--- config.mk ---
export PLATFORM = sky130hd
export DESIGN_NAME = serial_setting_command_parser
export DESIGN_NICKNAME = d
export VERILOG_FILES = /design/src/scp_pkg.sv /design/src/serial_setting_command_parser.sv /design/src/scp_exec.sv /design/src/scp_reply.sv
export SDC_FILE = /design/constraint.sdc
export NUM_CORES = 1
export LEC_CHECK = 0
export BUFFER_PORTS_ARGS = -buffer_cell sky130_fd_sc_hd__buf_4
export CAP_MARGIN = 5
export CORE_MARGIN = 4
export CORE_UTILIZATION = 33
export DETAILED_ROUTE_END_ITERATION = 8
export HOLD_SLACK_MARGIN = 0.03
export SLEW_MARGIN = 30
export SYNTH_ARGS = -nofsm -noshare
export SYNTH_HDL_FRONTEND = slang
export SYNTH_SLANG_ARGS = --single-unit
--- constraint.sdc ---
create_clock -name clk -period 4.7 [get_ports clk]
set_clock_uncertainty 0.05 [all_clocks]
set_input_delay 0.235 -clock clk [delete_from_list [all_inputs] [get_ports clk]]
set_output_delay 0.235 -clock clk [all_outputs]
set_load 0.1 [all_outputs]
--- src/scp_pkg.sv ---
`default_nettype none

package scp_pkg;

	// Frame length default (bytes per frame, newline included on the setting channel)
	localparam int FRAME_LENGTH_DEF = 6;

	// Reply codes
	localparam logic [7:0] ACK    = 8'h06;
	localparam logic [7:0] NAK    = 8'h15;
	localparam logic [7:0] PROMPT = 8'h04;

	// Characters
	localparam logic [7:0] CH_LF    = 8'h0A;
	localparam logic [7:0] CH_TAB   = 8'h09;
	localparam logic [7:0] CH_CR    = 8'h0D;
	localparam logic [7:0] CH_SPACE = 8'h20;
	localparam logic [7:0] CH_PLUS  = 8'h2B;
	localparam logic [7:0] CH_MINUS = 8'h2D;
	localparam logic [7:0] CH_ZERO  = 8'h30;
	localparam logic [7:0] CH_NINE  = 8'h39;
	localparam logic [7:0] CH_A     = 8'h41;
	localparam logic [7:0] CH_D     = 8'h44;
	localparam logic [7:0] CH_I     = 8'h49;
	localparam logic [7:0] CH_M     = 8'h4D;
	localparam logic [7:0] CH_P     = 8'h50;
	localparam logic [7:0] CH_R     = 8'h52;
	localparam logic [7:0] CH_V     = 8'h56;

	// Setting limits
	localparam logic [7:0] MODE_MAX      = 8'd2;
	localparam logic [7:0] INTERVAL_MIN  = 8'd15;
	localparam logic [7:0] INTERVAL_MAX  = 8'd60;
	localparam logic [7:0] AMPLITUDE_MAX = 8'd99;
	localparam logic [7:0] PRECHARGE_MAX = 8'd1;

	// Input channel selector
	localparam logic OP_SET   = 1'b0;
	localparam logic OP_QUERY = 1'b1;

	typedef enum logic [2:0] {
		PARAM_MD,
		PARAM_II,
		PARAM_VA,
		PARAM_PR,
		PARAM_NONE
	} param_t;

	typedef struct packed {
		logic       precharge;
		logic [6:0] amplitude;
		logic [5:0] interval;
		logic [1:0] mode;
	} settings_t;

	// Up to three reply bytes, data[0] goes out first
	typedef struct packed {
		logic [1:0]      cnt;
		logic [2:0][7:0] data;
	} reply_t;

	typedef struct packed {
		logic       mode_we;
		logic       interval_we;
		logic       amplitude_we;
		logic       precharge_we;
		logic [7:0] value;
	} update_t;

	function automatic logic is_ws(input logic [7:0] c);
		return (c == CH_SPACE) || (c >= CH_TAB && c <= CH_CR);
	endfunction

	function automatic logic is_digit(input logic [7:0] c);
		return (c >= CH_ZERO) && (c <= CH_NINE);
	endfunction

	function automatic param_t param_code(input logic [7:0] p0, input logic [7:0] p1);
		param_t code;
		priority if (p0 == CH_M && p1 == CH_D) code = PARAM_MD;
		else if (p0 == CH_I && p1 == CH_I) code = PARAM_II;
		else if (p0 == CH_V && p1 == CH_A) code = PARAM_VA;
		else if (p0 == CH_P && p1 == CH_R) code = PARAM_PR;
		else code = PARAM_NONE;
		return code;
	endfunction

	// Two-character integer decode: skip blanks, optional sign, digits, wraps mod 256
	function automatic logic [7:0] decode_value(input logic [7:0] c0, input logic [7:0] c1);
		logic [7:0] d0;
		logic [7:0] d1;
		logic [7:0] res;
		d0  = c0 - CH_ZERO;
		d1  = c1 - CH_ZERO;
		res = 8'd0;
		priority if (is_ws(c0)) begin
			if (is_digit(c1)) res = d1;
		end else if (c0 == CH_PLUS) begin
			if (is_digit(c1)) res = d1;
		end else if (c0 == CH_MINUS) begin
			if (is_digit(c1)) res = 8'd0 - d1;
		end else if (is_digit(c0)) begin
			if (is_digit(c1)) res = 8'(d0 * 8'd10 + d1);
			else res = d0;
		end
		return res;
	endfunction

endpackage

`default_nettype wire

--- src/serial_setting_command_parser.sv ---
// Serial setting command parser. Each input item is one received byte; s_tuser selects the
// setting channel (0) or the query channel (1), and each channel collects its own frame of
// FRAME_LENGTH bytes (bytes 1-2 parameter letters MD/II/VA/PR, bytes 3-4 two-character
// decimal value, final byte newline on the setting channel). Non-final setting bytes answer
// 0x04; a complete setting frame is range-checked and answered with ACK (0x06) or NAK (0x15)
// plus, for some errors, the letters or the value; a complete query frame answers ACK and the
// stored value, or NAK. An item yields zero to three reply items; m_tlast marks the last one,
// and every reply item also carries the current settings. Each item passes through the input
// register and then the reply buffer before its first reply byte appears. Throughput is one
// item per cycle for items with at most one reply byte while m_tready is high; an item with
// more reply bytes holds the input until the single-byte output port drains the reply buffer.
`default_nettype none

module serial_setting_command_parser #(
	parameter int FRAME_LENGTH = scp_pkg::FRAME_LENGTH_DEF
) (
	input  wire logic        clk,
	input  wire logic        arst_n,
	input  wire logic        s_tvalid,
	output logic             s_tready,
	input  wire logic [7:0]  s_tdata,  // [7:0] rx_byte
	input  wire logic        s_tuser,  // [0] opcode
	output logic             m_tvalid,
	input  wire logic        m_tready,
	output logic [23:0]      m_tdata,  // [7:0] tx_byte, [9:8] mode_now, [15:10] interval_now,
	                                   // [22:16] amplitude_now, [23] precharge_now
	output logic             m_tlast   // last_byte
);
	import scp_pkg::*;

	localparam int                FILL_W = $clog2(FRAME_LENGTH);
	localparam logic [FILL_W-1:0] LAST   = FILL_W'(FRAME_LENGTH - 1);

	logic              valid_s1;
	logic              opcode_s1;
	logic [7:0]        byte_s1;
	logic              advance;
	logic              reply_free;
	logic [FILL_W-1:0] set_fill_q;
	logic [FILL_W-1:0] query_fill_q;
	logic [3:0][7:0]   set_frame_q;
	logic [1:0][7:0]   query_frame_q;
	settings_t         settings_q;
	logic              set_final;
	logic              query_final;
	reply_t            reply_d;
	update_t           update_d;
	logic [7:0]        tx_byte;

	assign set_final   = (set_fill_q >= LAST);
	assign query_final = (query_fill_q >= LAST);
	assign advance     = valid_s1 && reply_free;
	assign s_tready    = !valid_s1 || advance;

	// input register
	always_ff @(posedge clk or negedge arst_n) begin
		if (!arst_n) begin
			valid_s1 <= 1'b0;
		end else if (s_tready) begin
			valid_s1 <= s_tvalid;
		end
	end

	always_ff @(posedge clk) begin
		if (s_tready && s_tvalid) begin
			opcode_s1 <= s_tuser;
			byte_s1   <= s_tdata;
		end
	end

	// fill counters
	always_ff @(posedge clk or negedge arst_n) begin
		if (!arst_n) begin
			set_fill_q   <= '0;
			query_fill_q <= '0;
		end else if (advance) begin
			if (opcode_s1 == OP_SET) begin
				set_fill_q <= set_final ? '0 : set_fill_q + FILL_W'(1);
			end else begin
				query_fill_q <= query_final ? '0 : query_fill_q + FILL_W'(1);
			end
		end
	end

	// frame bytes that matter: letters and value characters
	always_ff @(posedge clk) begin
		for (int k = 0; k < 4; k++) begin
			if (advance && opcode_s1 == OP_SET && !set_final && set_fill_q == FILL_W'(k + 1))
				set_frame_q[k] <= byte_s1;
		end
		for (int k = 0; k < 2; k++) begin
			if (advance && opcode_s1 == OP_QUERY && !query_final &&
					query_fill_q == FILL_W'(k + 1))
				query_frame_q[k] <= byte_s1;
		end
	end

	// settings
	always_ff @(posedge clk or negedge arst_n) begin
		if (!arst_n) begin
			settings_q <= '0;
		end else if (advance) begin
			if (update_d.mode_we)      settings_q.mode      <= update_d.value[1:0];
			if (update_d.interval_we)  settings_q.interval  <= update_d.value[5:0];
			if (update_d.amplitude_we) settings_q.amplitude <= update_d.value[6:0];
			if (update_d.precharge_we) settings_q.precharge <= update_d.value[0];
		end
	end

	scp_exec u_exec (
		.opcode      (opcode_s1),
		.rx_byte     (byte_s1),
		.set_final   (set_final),
		.query_final (query_final),
		.set_bytes   (set_frame_q),
		.query_bytes (query_frame_q),
		.cur         (settings_q),
		.reply       (reply_d),
		.update      (update_d)
	);

	scp_reply u_reply (
		.clk      (clk),
		.arst_n   (arst_n),
		.load     (advance),
		.reply_in (reply_d),
		.ready    (m_tready),
		.valid    (m_tvalid),
		.data     (tx_byte),
		.last     (m_tlast),
		.free     (reply_free)
	);

	// settings shown are those after the item; the next item commits only as the last byte leaves
	assign m_tdata = {settings_q.precharge, settings_q.amplitude, settings_q.interval,
		settings_q.mode, tx_byte};

	// fill counters never pass the final position
	assert property (@(posedge clk) disable iff (!arst_n) set_fill_q <= LAST)
		else $error("set fill beyond final position");
	assert property (@(posedge clk) disable iff (!arst_n) query_fill_q <= LAST)
		else $error("query fill beyond final position");
	// a waiting item is not dropped
	assert property (@(posedge clk) disable iff (!arst_n) valid_s1 && !advance |=> valid_s1)
		else $error("input stage lost an item");
	// every setting byte is answered
	assert property (@(posedge clk) disable iff (!arst_n)
		advance && opcode_s1 == OP_SET |-> reply_d.cnt != 2'd0)
		else $error("setting byte without reply");
	// a silent item leaves the output idle
	assert property (@(posedge clk) disable iff (!arst_n)
		advance && reply_d.cnt == 2'd0 |=> !m_tvalid)
		else $error("reply from a silent item");

endmodule

`default_nettype wire

--- src/scp_exec.sv ---
`default_nettype none

// Decodes one registered item against the frame state and builds its reply
module scp_exec (
	input  wire logic               opcode,
	input  wire logic [7:0]         rx_byte,
	input  wire logic               set_final,
	input  wire logic               query_final,
	input  wire logic [3:0][7:0]    set_bytes,   // frame bytes 1..4
	input  wire logic [1:0][7:0]    query_bytes, // frame bytes 1..2
	input  wire scp_pkg::settings_t cur,
	output scp_pkg::reply_t         reply,
	output scp_pkg::update_t        update
);
	import scp_pkg::*;

	logic [7:0] value;
	param_t     set_param;
	param_t     query_param;

	assign value       = decode_value(set_bytes[2], set_bytes[3]);
	assign set_param   = param_code(set_bytes[0], set_bytes[1]);
	assign query_param = param_code(query_bytes[0], query_bytes[1]);

	always_comb begin
		reply        = '0;
		update       = '0;
		update.value = value;
		if (opcode == OP_SET) begin
			// setting channel
			priority if (!set_final) begin
				reply.cnt     = 2'd1;
				reply.data[0] = PROMPT;
			end else if (rx_byte != CH_LF) begin
				reply.cnt     = 2'd1;
				reply.data[0] = NAK;
			end else begin
				unique case (set_param)
					PARAM_MD: begin
						reply.cnt      = 2'd1;
						update.mode_we = (value <= MODE_MAX);
						reply.data[0]  = update.mode_we ? ACK : NAK;
					end
					PARAM_II: begin
						update.interval_we = (value >= INTERVAL_MIN) && (value <= INTERVAL_MAX);
						reply.data[0]      = update.interval_we ? ACK : NAK;
						reply.data[1]      = set_bytes[0];
						reply.data[2]      = set_bytes[1];
						reply.cnt          = update.interval_we ? 2'd1 : 2'd3;
					end
					PARAM_VA: begin
						reply.cnt           = 2'd1;
						update.amplitude_we = (value <= AMPLITUDE_MAX);
						reply.data[0]       = update.amplitude_we ? ACK : NAK;
					end
					PARAM_PR: begin
						update.precharge_we = (value <= PRECHARGE_MAX);
						reply.data[0]       = update.precharge_we ? ACK : NAK;
						reply.data[1]       = value;
						reply.cnt           = update.precharge_we ? 2'd1 : 2'd2;
					end
					default: begin
						reply.cnt     = 2'd3;
						reply.data[0] = NAK;
						reply.data[1] = set_bytes[0];
						reply.data[2] = set_bytes[1];
					end
				endcase
			end
		end else if (query_final) begin
			// query channel, complete frame
			unique case (query_param)
				PARAM_MD: begin
					reply.cnt     = 2'd2;
					reply.data[0] = ACK;
					reply.data[1] = {6'd0, cur.mode};
				end
				PARAM_II: begin
					reply.cnt     = 2'd2;
					reply.data[0] = ACK;
					reply.data[1] = {2'd0, cur.interval};
				end
				PARAM_VA: begin
					reply.cnt     = 2'd2;
					reply.data[0] = ACK;
					reply.data[1] = {1'b0, cur.amplitude};
				end
				default: begin
					reply.cnt     = 2'd1;
					reply.data[0] = NAK;
				end
			endcase
		end
	end

endmodule

`default_nettype wire

--- src/scp_reply.sv ---
`default_nettype none

// Reply buffer: holds up to three bytes and sends them one per accepted item
module scp_reply (
	input  wire logic            clk,
	input  wire logic            arst_n,
	input  wire logic            load,
	input  wire scp_pkg::reply_t reply_in,
	input  wire logic            ready,
	output logic                 valid,
	output logic [7:0]           data,
	output logic                 last,
	output logic                 free
);
	import scp_pkg::*;

	logic [2:0][7:0] data_q;
	logic [1:0]      rem_q;
	logic            pop;

	assign valid = (rem_q != 2'd0);
	assign last  = (rem_q == 2'd1);
	assign data  = data_q[0];
	assign pop   = valid && ready;
	assign free  = !valid || (last && ready);

	// pending byte count
	always_ff @(posedge clk or negedge arst_n) begin
		if (!arst_n) begin
			rem_q <= 2'd0;
		end else if (load) begin
			rem_q <= reply_in.cnt;
		end else if (pop) begin
			rem_q <= rem_q - 2'd1;
		end
	end

	// byte queue, shifts toward slot 0
	always_ff @(posedge clk) begin
		if (load) begin
			data_q <= reply_in.data;
		end else if (pop) begin
			data_q[0] <= data_q[1];
			data_q[1] <= data_q[2];
		end
	end

endmodule

`default_nettype wire
Word-level counts from Yosys, hierarchy flattened
Index checks and enable logic that the tools add are counted.
{"block": "totals", "register_bits": 106, "inputBits": 13, "output_inout_bits": 27, "word_cells": 170}
{"block": "classes", "n_addsub": 7, "n_mul": 1, "n_lt_le_gt_ge": 13, "n_eq_ne": 32, "muxes": 50, "n_bitwise": 2, "reduce_logical": 46}
{"cell": "== test 8 x 7 -> 1 bit, second input constant", "n": 16}
{"cell": "two-way mux 8 bit", "n": 11}
{"cell": "two-way mux 16 bit", "n": 4}
{"cell": "one-hot mux 8 bit (4 select lines)", "n": 1}
{"cell": "two-way mux 3 bit", "n": 10}
{"cell": "logical AND 1 bit", "n": 26}
{"cell": "two-way mux 5 bit", "n": 5}
{"cell": "== test 8 x 6 -> 1 bit, second input constant", "n": 3}
{"cell": "<= comparator 8 x 6 -> 1 bit, second input constant", "n": 3}
{"cell": "one-hot mux 7 bit (3 select lines)", "n": 1}
{"cell": "== test 3 x 2 -> 1 bit, second input constant", "n": 6}
{"cell": "two-way mux 2 bit", "n": 9}
{"cell": "greater-or-equal comparator 8 x 4 -> 1 bit, second input constant", "n": 2}
{"cell": "greater-or-equal comparator 8 x 6 -> 1 bit, second input constant", "n": 2}
{"cell": "one-hot mux 8 bit (2 select lines)", "n": 1}
{"cell": "subtractor 8 x 6 -> 8 bit, second input constant", "n": 2}
{"cell": "== test 3 x 1 -> 1 bit, second input constant", "n": 4}
{"cell": "two-way mux 4 bit", "n": 3}
{"cell": "AND reduction 2 bit", "n": 6}
{"cell": "adder 8 bit", "n": 1}
{"cell": "<= comparator 8 x 1 -> 1 bit, second input constant", "n": 1}
{"cell": "<= comparator 8 x 2 -> 1 bit, second input constant", "n": 1}
{"cell": "<= comparator 8 x 4 -> 1 bit, second input constant", "n": 1}
{"cell": "<= comparator 8 x 7 -> 1 bit, second input constant", "n": 1}
{"cell": "18 further kinds", "n": 31}

Logic depth before layout (Yosys ltp)
Gate-level depths: netlist of run 1.
{"block": "logic_depth", "ltp_word": 16, "ltp_mapped": 16, "depth_no_buf": 15}

Cells and area by module
A second synthesis of run 1 with hierarchy kept.
{"block": "hier_totals", "hier_cells": 488, "hier_area_um2": 6015.8}
{"module": "serial_setting_command_parser", "instances": 1, "cells_each": 143, "area_each_um2": 2896.5, "seq_area_each_um2": 2287.2}
{"module": "scp_exec", "instances": 1, "cells_each": 277, "area_each_um2": 1991.9, "seq_area_each_um2": 0.0}
{"module": "scp_reply", "instances": 1, "cells_each": 68, "area_each_um2": 1127.3, "seq_area_each_um2": 770.7}

Least setup slack after synthesis of run 1
No wires, ideal clock.
{"block": "synth_path", "path_type": "flip-flop to flip-flop", "start": "reg set_frame_q[17] (netlist name)", "end": "reg u_reply.data_q (netlist bit u_reply.data[0]), data pin", "setup_ps": 265, "arrival_ps": 3513, "required_time_ps": 4385, "setup_slack_ps": 871, "path_stages_with_launch": 15, "n_path_buf": 0, "synth_period_minus_slack_ps": 3829, "path_cell_list": "edfxtp_1 > ha_1 > ha_1 > fa_1 > xor2_1 > ha_1 > nand3_1 > o21ai_0 > a22oi_1 > a21oi_1 > or2_2 > or4b_1 > o2bb2ai_1 > o31ai_1 > nand2_1"}
{"block": "synth_via", "elab_chain_cells": 16, "elab_cells_between_ends": 33, "classes_between": "add/sub (2); mul (1); order compare (9); eq/ne (3); mux (14); reduce/logical (4)"}
{"item": "start, declared", "line": "serial_setting_command_parser.sv:41", "source": "logic [3:0][7:0] set_frame_q;"}
{"item": "start signal, assigned by index", "line": "serial_setting_command_parser.sv:89", "source": "set_frame_q[k] <= byte_s1;"}
{"item": "subtractor 8 x 6 -> 8 bit", "line": "scp_pkg.sv:93", "source": "d0 = c0 - CH_ZERO;"}
{"item": "multiplier 8 x 3 -> 7 bit", "line": "scp_pkg.sv:103", "source": "if (is_digit(c1)) res = 8'(d0 * 8'd10 + d1);"}
{"item": "adder 8 bit", "line": "scp_pkg.sv:103"}
{"item": "two-way mux 8 bit", "line": "scp_pkg.sv:103"}
{"item": "two-way mux 8 bit", "line": "scp_pkg.sv:102", "source": "end else if (is_digit(c0)) begin"}
{"item": "two-way mux 8 bit", "line": "scp_pkg.sv:100", "source": "end else if (c0 == CH_MINUS) begin"}
{"item": "two-way mux 8 bit", "line": "scp_pkg.sv:98", "source": "end else if (c0 == CH_PLUS) begin"}
{"item": "two-way mux 8 bit (*)", "line": "scp_pkg.sv:96", "source": "priority if (is_ws(c0)) begin"}
{"item": "greater-or-equal comparator 8 x 4 -> 1 bit or <= comparator 8 x 6 -> 1 bit (tied branches)", "line": "scp_exec.sv:45", "source": "update.interval_we = (value >= INTERVAL_MIN) && (value <= INTERVAL_MAX);"}
{"item": "logical AND 1 bit", "line": "scp_exec.sv:45"}
{"item": "two-way mux 5 bit", "line": "scp_exec.sv:46", "source": "reply.data[0] = update.interval_we ? ACK : NAK;"}
{"item": "one-hot mux 8 bit (4 select lines) (*)", "line": "scp_exec.sv:38", "source": "unique case (set_param)"}
{"item": "two-way mux 8 bit (*)", "line": "scp_exec.sv:34", "source": "end else if (rx_byte != CH_LF) begin"}
{"item": "two-way mux 8 bit (*)", "line": "scp_exec.sv:31", "source": "priority if (!set_final) begin"}
{"item": "two-way mux 16 bit (*)", "line": "scp_exec.sv:29", "source": "if (opcode == OP_SET) begin"}
{"item": "two-way mux 16 bit (*)", "line": "scp_reply.sv:40", "source": "if (load) begin"}
{"item": "end signal, assigned", "line": "scp_reply.sv:41", "source": "data_q <= reply_in.data;"}
{"item": "end, declared", "line": "scp_reply.sv:17", "source": "logic [2:0][7:0] data_q;"}
Every way passes the cells marked *; elsewhere a longest branch is shown, timed or not.
A chain may end at the register's enable or synchronous reset.

Worst setup path after layout of run 1
{"block": "layout_path", "start": "reg set_frame_q[20] (netlist name)", "end": "reg u_reply.data_q (netlist bit u_reply.data[0]), data pin"}
The elaborated chain is that of the path after synthesis.

==> results of run 1 <==
## layout by cell type (no fill, tap or decap), types with 3 or more instances in the layout
master         instances
a31oi_1                3
o221ai_1               4
a21oi_1               20
nand2_1               33
inv_1                 22
o22a_1                 3
nand2b_1               3
nor4_1                10
buf_4                 46
clkbuf_16              9
mux2_2                 8
edfxtp_1              81
and3_1                 8
nand3_1               13
dlygate4sd3_1         11
nand3b_1               4
or2_2                  4
ha_1                  31
o31ai_1                4
nor2b_1                7
nand4_1                3
nor3_1                 6
nor4b_1                3
xor2_1                 4
o21ai_0               17
a21o_1                 3
a222oi_1               3
o21bai_1               3
mux2_1                 5
and2_1                14
o22ai_1                4
o21ai_1                3
a22oi_1                7
nor2_1                31
xnor2_1                7
dfrtp_1               25
or3_1                  5
## layer usage
layer / up-vias / track usage, % / part of all wire [%]
met4: 0 / 4.06 / 1.7
met1: 1961 / 19.5 / 47
met2: 122 / 22.7 / 47
li1: 1882 / - / -
met3: 23 / 2.14 / 4.6
met5: - / 0 / 0
## cells by family (layout without fill, tap and decap cells)
| group | count (synthesis) | in the layout | synth area share, % |
|---|---|---|---|
| and+or+nand+nor | 161 | 161 | 15.7 |
| DFF | 106 | 106 | 54.4 |
| AOI/OAI and AO/OA | 103 | 103 | 13.5 |
| buffers and inverters | 42 | 96 | 3.58 |
| adders and majority gates | 33 | 33 | 7.61 |
| muxes | 15 | 15 | 3.05 |
| xor gates and xnor gates | 12 | 12 | 2.11 |
## critical path, cell delays in order (launching register included)
cell	delay [ns]
edfxtp_1	0.47
inv_1	0.14
ha_1	0.35
ha_1	0.30
ha_1	0.33
xor2_1	0.15
ha_1	0.33
nand3_1	0.10
o21ai_0	0.08
a22oi_1	0.16
a21oi_1	0.17
or2_2	0.35
or4b_1	0.49
o2bb2ai_1	0.16
o31ai_1	0.35
nand2_1	0.08
## state kept, by name, indices dropped and copies added (netlist names)
name / flops
set_frame_q: 32
u_reply.data_q: 16
valid_s1: 1
query_fill_q: 3
u_reply.rem_q: 2
query_frame_q: 16
byte_s1: 8
u_reply.data: 8
m_tdata: 16
opcode_s1: 1
set_fill_q: 3
## through the flow
stage / area (µm²) / hold slack (ns) / instances
floorplan: 5620 / -0.111 / 472
global placement: 6130 / 0.120 / 719
detailed placement: 6130 / 0.125 / 719
CTS: 6540 / 0.173 / 746
global route: 6540 / 0.214 / 746
finish: 6540 / 0.184 / 746
## area by class of cell
type / instances / share of cell area [%]
Tap cell: 220 / 4.21
Sequential cell: 106 / 46.7
Clock buffer: 11 / 3.71
Multi-Input combinational cell: 324 / 36.1
Clock inverter: 5 / 0.956
Inverter: 23 / 1.32
Timing Repair Buffer: 57 / 6.96
## power by group
part	switching, mW	internal (mW)	total (mW)
combinational	0.750	0.280	1.03
sequential	0.130	1.28	1.41
clock	0.339	0.433	0.772
total	1.22	1.99	3.21
## worst max-delay path by stage
stage               startpoint         endpoint  slack [ns]
6_report       set_frame_q[20]  u_reply.data[0]        0.37
5_1_grt        set_frame_q[20]  u_reply.data[4]        0.14
4_1_cts        set_frame_q[20]  u_reply.data[0]        0.41
3_5_place_dp   set_frame_q[20]  u_reply.data[0]        0.45
3_3_place_gp   set_frame_q[20]  u_reply.data[0]        0.48
2_1_floorplan  set_frame_q[17]  u_reply.data[0]        0.87
==> flow_metrics.env, run 1 <==
export IMPL_status="complete, no violations"
export IMPL_cp_data_arrival_time_ns=4.36
export IMPL_synth_main_ff_cell="edfxtp_1"
export IMPL_clock_tree_root_cell="clkbuf_16"
export IMPL_criticalPathCategory="reg -> reg"
export IMPL_setup_tns_ns=0
export IMPL_setup_slack_ns=0.371
export IMPL_crit_path_end_kind="flop"
export IMPL_synth_seq_cells=106
export IMPL_worst_slew_pin_slew_ns=0.864
export IMPL_grt_pass1_wl_mm=21.5
export IMPL_wl_per_cell_um=18.2
export IMPL_dr_total_vias=3988
export IMPL_rrSetupSlack_ns=0.37
export IMPL_num_rows=47
export IMPL_hp_class="in -> reg"
export IMPL_holdPathStages=4
export IMPL_core_um2=16600
export IMPL_dp_slack_ns=0.452
export IMPL_drive_gt1_share_pct=16.7
export IMPL_clk_path_buf_depth=2
export IMPL_crit_path_start_kind="flop"
export IMPL_hpwl_mm=10.1
export IMPL_antenna_left=0
export IMPL_synth_edf_count=81
export IMPL_synth_top_area_share_pct=43.3
export IMPL_synthesis_nets=518
export IMPL_rsz0062_at_grt="false"
export IMPL_place_congestion=0.897
export IMPL_path_max_fanout=5
export IMPL_p_leak_nw=2.56
export IMPL_initial_core_util_pct=33.8
export IMPL_dieArea_um2=19200
export IMPL_slew_viol_final=0
export IMPL_overflow=0
export IMPL_syn_inst=472
export IMPL_drcViolationCount=0
export IMPL_hold_end="valid_s1"
export IMPL_antenna_cells_inserted=0
export IMPL_synthTopCellsByArea="edfxtp_1 (43%), dfrtp_1 (11%), ha_1 (6.9%), nand2_1 (2.2%), nor2_1 (2.1%)"
export IMPL_hold_viol=0
export IMPL_detail_route_first_pass_iterations=6
export IMPL_post_cts_setup_buffer_count=0
export IMPL_post_route_util_pct=39.3
export IMPL_hold_buffers=11
export IMPL_htree_levels=3
export IMPL_cts_sinks=106
export IMPL_synth_area_leader_cell="edfxtp_1"
export IMPL_r2r_start="set_frame_q[20]"
export IMPL_ys_warn_count=0
export IMPL_max_slew_margin_pct=41.9
export IMPL_drv_cap=0
export IMPL_synthArstFlopShare_pct=23.6
export IMPL_port_buffer_count=39
export IMPL_area_growth_pct=16.4
export IMPL_wl_mm=13.6
export IMPL_cts_resized=0
export IMPL_die_w_um=139
export IMPL_multiInputGateArea_um2=2360
export IMPL_cts_buffers=9
export IMPL_fp_dieH_um=139
export IMPL_grt_pass1_vias=3859
export IMPL_drt_initial_drc_count=438
export IMPL_grt_max_degree=26
export IMPL_hp_start="m_tready"
export IMPL_clock_latency_ns=0.34
export IMPL_via_per_inst=5.35
export IMPL_antenna_found_initial=0
export IMPL_r2r_end="u_reply.data[0]"
export IMPL_setup_violations=0
export IMPL_fill_cells=1573
export IMPL_path_clk_slew_ns=0.07
export IMPL_netlist_area_um2=5620
export IMPL_ios=40
export IMPL_final_nets=567
export IMPL_cp_data_required_time_ns=4.74
export IMPL_synth_top_cells_by_count="edfxtp_1 (81), nand2_1 (33), ha_1 (31), nor2_1 (31), dfrtp_1 (25)"
export IMPL_irDropWorstVdd_uv=255
export IMPL_track_usage_pct=14.0
export IMPL_ff_latch_area_um2=3060
export IMPL_power_density_nw_per_um2=491
export IMPL_ff2ff_path_depth=15
export IMPL_synthDistinctLibCells=79
export IMPL_max_freq_mhz=231
export IMPL_final_period_utilization_pct=92.1
export IMPL_tritoncts="yes"
export IMPL_syn_area_per_cell_um2=11.9
export IMPL_total_power_mw=3.21
export IMPL_yosysMostFrequentCell="edfxtp_1"
export IMPL_synth_seq_area_share_pct=54.4
export IMPL_fin_crit_ns=4.33
Note: power is estimated with default switching activity, not from simulation.
==> run 2: changes to the inputs <==
--- a/config.mk
+++ b/config.mk
@@ -5,11 +5,11 @@
 export SDC_FILE = /design/constraint.sdc
 export NUM_CORES = 1
 export LEC_CHECK = 0
-export BUFFER_PORTS_ARGS = -buffer_cell sky130_fd_sc_hd__buf_4
 export CAP_MARGIN = 5
 export CORE_MARGIN = 4
 export CORE_UTILIZATION = 33
 export DETAILED_ROUTE_END_ITERATION = 8
+export DONT_BUFFER_PORTS = 1
 export HOLD_SLACK_MARGIN = 0.03
 export SLEW_MARGIN = 30
 export SYNTH_ARGS = -nofsm -noshare
==> flow_metrics.env, run 2 (same netlist as run 1, synthesis figures left out) <==
export IMPL_status="complete, no violations"
export IMPL_busiest_layer="met2"
export IMPL_max_freq_mhz=228
export IMPL_r2r_end="u_reply.data[0]"
export IMPL_htree_levels=3
export IMPL_final_common_cell="edfxtp_1"
export IMPL_layout_common_cells="edfxtp_1 (81), nand2_1 (33), nor2_1 (31), ha_1 (31), dfrtp_1 (25)"
export IMPL_antenna_cells_inserted=0
export IMPL_hold_viol=0
export IMPL_final_period_utilization_pct=93.4
export IMPL_drt_initial_drc_count=383
export IMPL_largest_reg_flops=32
export IMPL_detail_route_first_pass_iterations=5
export IMPL_max_slew_margin_pct=33.8
export IMPL_grt_use_met2_pct=22.4
export IMPL_via_per_inst=5.43
export IMPL_path_clk_slew_ns=0.07
export IMPL_grt_max_degree=26
export IMPL_cts_resized=0
export IMPL_rrSetupSlack_ns=0.31
export IMPL_ff2ff_path_depth=12
export IMPL_fin_crit_ns=4.39
export IMPL_gr_usage_met1_pct=18.2
export IMPL_drive_gt1_share_pct=10.6
export IMPL_criticalPathCategory="reg -> reg"
export IMPL_worst_slew_pin_slew_ns=0.993
export IMPL_cts_sinks=106
export IMPL_top_register="set_frame_q"
export IMPL_antenna_found_initial=0
export IMPL_wl_mm=13.1
export IMPL_dieArea_um2=19200
export IMPL_p_leak_nw=2.38
export IMPL_grt_pass1_wl_mm=21.1
export IMPL_cp_data_required_time_ns=4.73
export IMPL_port_buffer_count=0
export IMPL_drv_cap=0
export IMPL_wl_per_cell_um=18.4
export IMPL_area_growth_pct=11.9
export IMPL_irDropWorstVdd_uv=269
export IMPL_setup_tns_ns=0
export IMPL_path_max_fanout=10
export IMPL_crit_path_end_kind="flop"
export IMPL_clock_tree_root_cell="clkbuf_16"
export IMPL_grt_pass1_vias=3864
export IMPL_antenna_left=0
export IMPL_met3_usage_pct=3.14
export IMPL_initial_core_util_pct=33.8
export IMPL_ios=40
export IMPL_dp_slack_ns=0.474
export IMPL_die_w_um=139
export IMPL_crit_path_start_kind="flop"
export IMPL_num_rows=47
export IMPL_post_cts_setup_buffer_count=0
export IMPL_fill_cells=1567
export IMPL_track_usage_pct=13.6
export IMPL_hold_buffers=12
export IMPL_core_um2=16600
export IMPL_setup_violations=0
export IMPL_clk_path_buf_depth=2
export IMPL_power_density_nw_per_um2=500
export IMPL_setup_slack_ns=0.308
export IMPL_final_nets=531
export IMPL_clock_latency_ns=0.34
export IMPL_drcViolationCount=0
export IMPL_fp_dieH_um=139
export IMPL_hpwl_mm=9.88
export IMPL_place_congestion=0.900
export IMPL_slew_viol_final=0
export IMPL_overflow=0
export IMPL_rsz0062_at_grt="false"
export IMPL_cts_buffers=9
export IMPL_hp_class="in -> async"
export IMPL_cp_data_arrival_time_ns=4.43
export IMPL_r2r_start="set_frame_q[18]"
export IMPL_dr_total_vias=3852
export IMPL_tritoncts="yes"
-- run 2: area by class of cell --
class	count	area, µm²	area share [%]
timing repair buffer	21	198	3.14
multi-input combinational	324	2360	37.5
clock inverter	4	56.3	0.895
tap	220	275	4.38
inverter	23	86.3	1.37
clock buffer	12	256	4.08
sequential	106	3060	48.6
-- run 2: layer usage --
metal	share of wire, %	wire (µm)	vias up
li1	-	-	1805
met1	45	5820	1887
met2	47	6180	140
met3	6.3	818	20
met4	1.7	226	0
met5	0	0	-
-- run 2: where the power goes --
group / total, mW / internal [mW] / switching, mW
Clock: 0.778 / 0.447 / 0.331
Combinational: 0.694 / 0.219 / 0.476
Sequential: 1.67 / 1.28 / 0.390
-- run 2: how the worst max path moves through the flow --
stage / startpoint / to / slack, ns / depth (start not counted)
floorplan: set_frame_q[17] / u_reply.data[0] / 0.87 / 14
global placement: set_frame_q[20] / u_reply.data[0] / 0.56 / 15
detailed placement: set_frame_q[20] / u_reply.data[0] / 0.47 / 15
CTS: set_frame_q[20] / u_reply.data[0] / 0.43 / 15
global route: set_frame_q[20] / u_reply.data[4] / 0.04 / 15
finish: set_frame_q[18] / u_reply.data[0] / 0.31 / 12
-- run 2: through the flow --
step	power [mW]	util (%)	hold WS [ns]	cell area, µm²	cells
CTS	3.17	37.8	0.282	6290	710
global placement	2.34	35.1	-0.109	5850	682
floorplan	2.21	-	-0.111	5620	472
detailed placement	2.37	35.1	-0.109	5850	682
finish	3.14	37.8	0.266	6290	710
global route	3.30	37.8	0.279	6290	710
-- run 2: worst max-delay path: stages, from the launching register on --
cell and delay, ns:
edfxtp_1 0.58, ha_1 0.36, ha_1 0.30, or2_2 0.32, a21oi_1 0.20, o32ai_1 0.12, a21oi_2 0.16, o22ai_1 0.19
or3_1 0.48, o41ai_1 0.67, o21ai_1 0.23, o31ai_1 0.37, nand2_1 0.10
==> run 3: changes to the inputs <==
--- a/config.mk
+++ b/config.mk
@@ -5,6 +5,7 @@
 export SDC_FILE = /design/constraint.sdc
 export NUM_CORES = 1
 export LEC_CHECK = 0
+export ABC_AREA = 1
 export CAP_MARGIN = 5
 export CORE_MARGIN = 4
 export CORE_UTILIZATION = 33
==> flow_metrics.env, run 3 <==
export IMPL_hold_viol=0
export IMPL_overflow=0
export IMPL_antenna_found_initial=0
export IMPL_final_nets=760
export IMPL_clk_path_buf_depth=2
export IMPL_largest_reg_flops=32
export IMPL_ios=40
export IMPL_irDropWorstVdd_uv=219
export IMPL_initial_core_util_pct=33.5
export IMPL_setup_tns_ns=0
export IMPL_synth_area_leader_cell="edfxtp_1"
export IMPL_synth_mux_area_share_pct=0
export IMPL_status="complete, no violations"
export IMPL_synth_seq_cells=106
export IMPL_highest_layer="met4"
export IMPL_synth_fa_ha_area_share_pct=6.86
export IMPL_cp_data_arrival_time_ns=3.98
export IMPL_grt_max_degree=26
export IMPL_die_w_um=146
export IMPL_hp_class="in -> async"
export IMPL_clock_latency_ns=0.35
export IMPL_port_buffer_count=0
export IMPL_total_power_mw=3.11
export IMPL_synth_seq_area_share_pct=49.0
export IMPL_tritoncts="yes"
export IMPL_worst_slew_pin_slew_ns=1.07
export IMPL_ff2ff_path_depth=20
export IMPL_wl_mm=14.0
export IMPL_cts_resized=0
export IMPL_core_um2=18600
export IMPL_synth_main_ff_cell="edfxtp_1"
export IMPL_drv_cap=0
export IMPL_final_period_utilization_pct=83.6
export IMPL_wirelength_met1_mm=6.74
export IMPL_rsz0062_at_grt="false"
export IMPL_hpwl_mm=10.9
export IMPL_criticalPathCategory="reg -> reg"
export IMPL_fill_cells=1864
export IMPL_max_freq_mhz=255
export IMPL_place_congestion=0.920
export IMPL_timing_hold_ws_ns=0.271
export IMPL_slew_viol_final=0
export IMPL_via_per_inst=4.88
export IMPL_dr_total_vias=4651
export IMPL_wl_per_cell_um=14.6
export IMPL_setup_violations=0
export IMPL_power_density_nw_per_um2=450
export IMPL_post_route_util_pct=37.0
export IMPL_clock_tree_root_cell="clkbuf_16"
export IMPL_synth_edf_count=81
export IMPL_synthArstFlopShare_pct=23.6
export IMPL_ys_warn_count=0
export IMPL_ff_latch_area_um2=3060
export IMPL_drcViolationCount=0
export IMPL_htree_levels=3
export IMPL_fp_dieH_um=146
export IMPL_path_clk_slew_ns=0.08
export IMPL_path_max_fanout=5
export IMPL_yosysMostFrequentCell="nand2_1"
export IMPL_track_usage_pct=13.4
export IMPL_synth_compound_area_share_pct=8.50
export IMPL_num_rows=50
export IMPL_cts_sinks=106
export IMPL_synth_top_family_by_area="simple AND/OR/NAND/NOR gates"
export IMPL_grt_pass1_wl_mm=22.9
export IMPL_fin_crit_ns=3.93
export IMPL_grt_pass1_vias=4430
export IMPL_cts_buffers=9
export IMPL_syn_inst=701
export IMPL_dieArea_um2=21200
export IMPL_drt_initial_drc_count=370
export IMPL_synth_top_cells_by_count="nand2_1 (160), inv_1 (102), edfxtp_1 (81)"
export IMPL_synth_xor_area_share_pct=0.842
export IMPL_top_register="set_frame_q"
export IMPL_wl_met2_mm=6.41
export IMPL_detail_route_first_pass_iterations=5
export IMPL_synthesis_nets=747
export IMPL_multiInputGateArea_um2=2660
export IMPL_synthTopCellsByArea="edfxtp_1 (39%), dfrtp_1 (10%), nand2_1 (9.6%), ha_1 (6.2%), inv_1 (6.1%)"
export IMPL_crit_path_end_kind="flop"
export IMPL_wl_met3_um=639
export IMPL_area_growth_pct=10.6
export IMPL_netlist_area_um2=6240
export IMPL_layout_common_cells="nand2_1 (160), inv_1 (102), edfxtp_1 (81)"
export IMPL_synthDistinctLibCells=50
export IMPL_p_leak_nw=3.00
export IMPL_synth_simple_area_share_pct=26.3
export IMPL_antenna_cells_inserted=0
export IMPL_crit_path_start_kind="flop"
export IMPL_cp_data_required_time_ns=4.75
export IMPL_antenna_left=0
export IMPL_final_common_cell="nand2_1"
export IMPL_drive_gt1_share_pct=10.4
export IMPL_syn_area_per_cell_um2=8.90
export IMPL_max_slew_margin_pct=27.8
export IMPL_synth_top_area_share_pct=39.0
-- run 3: cell count changes in the layout (fill, tap and decap cells not counted), moves of 14 or more --
| cell | before | now |
|---|---|---|
| nand2_1 | 33 | 160 |
| nand3_1 | 13 | 39 |
| o21ai_1 | 3 | 17 |
| nand2_2 | 0 | 15 |
| inv_1 | 22 | 102 |
| nor2_1 | 31 | 68 |
| and2_1 | 14 | 0 |
-- run 3: area by class of cell --
| type | count | area share, % |
|---|---|---|
| clock buffers | 9 | 3.26 |
| clock inverters | 7 | 1.11 |
| inverters | 114 | 6.31 |
| multi-input cells | 467 | 38.5 |
| flip-flops and latches | 106 | 44.3 |
| well taps | 234 | 4.24 |
| repair buffers | 16 | 2.32 |
-- run 3: final timing paths --
path                                        from                 end  slack (ns)
worst max-delay path             set_frame_q[20]     u_reply.data[0]        0.77
worst min-delay path                      arst_n         m_tdata[22]        0.27
worst max register to register   set_frame_q[20]     u_reply.data[0]        0.77
worst min register to register  u_reply.rem_q[1]    u_reply.rem_q[1]        0.44
max in group asynchronous                 arst_n         m_tdata[11]        4.17
min in group clk                        m_tready  u_reply.data_q[18]        0.40
-- run 3: report_power, final --
part	internal [mW]	switching (mW)
Sequential	1.27	0.380
Combinational	0.191	0.501
Clock	0.417	0.346
Total	1.88	1.23
-- run 3: critical path, stage by stage, from the launching register on --
cell and delay, ns:
edfxtp_1 0.45, inv_1 0.18, ha_1 0.29, ha_1 0.29
ha_1 0.34, xor2_1 0.17, ha_1 0.32, a21oi_1 0.15
o21ai_0 0.09, a21oi_1 0.17, inv_1 0.06, nand2_1 0.06
nand3_1 0.06, nand2_1 0.07, nand2_1 0.06, nand2_1 0.12
nand3_1 0.16, o21ai_1 0.17, nand3_1 0.12, o21ai_1 0.22
nand3_1 0.09
-- run 3: cell families after synthesis --
family / after synthesis
buffers and inverters: 128
DFF: 106
AOI/OAI and AO/OA: 84
adders and majority gates: 33
and+or+nand+nor: 344
xor gates and xnor gates: 6
-- run 3: what timing repair did --
action / in CTS / in global routing
hold endpoints to repair: 35 / 0
hold buffers: 12 / 0
buffers inserted: 0 / 0
-- run 3: per-layer routing --
metal | vias to the layer above | global-route usage, %
met1 | 2160 | 18.8
met5 | - | 0
met2 | 112 | 21.5
met3 | 15 | 2.52
li1 | 2364 | -
met4 | 0 | 3.23
-- run 3: through the flow --
step | setup slack (ns) | instance area (µm²) | std cells
final | 0.772 | 6910 | 953
after CTS | 0.781 | 6900 | 953
after detailed placement | 0.786 | 6470 | 925
after floorplan | 1.25 | 6240 | 701
after global placement | 0.891 | 6470 | 925
after global routing | 0.385 | 6910 | 953
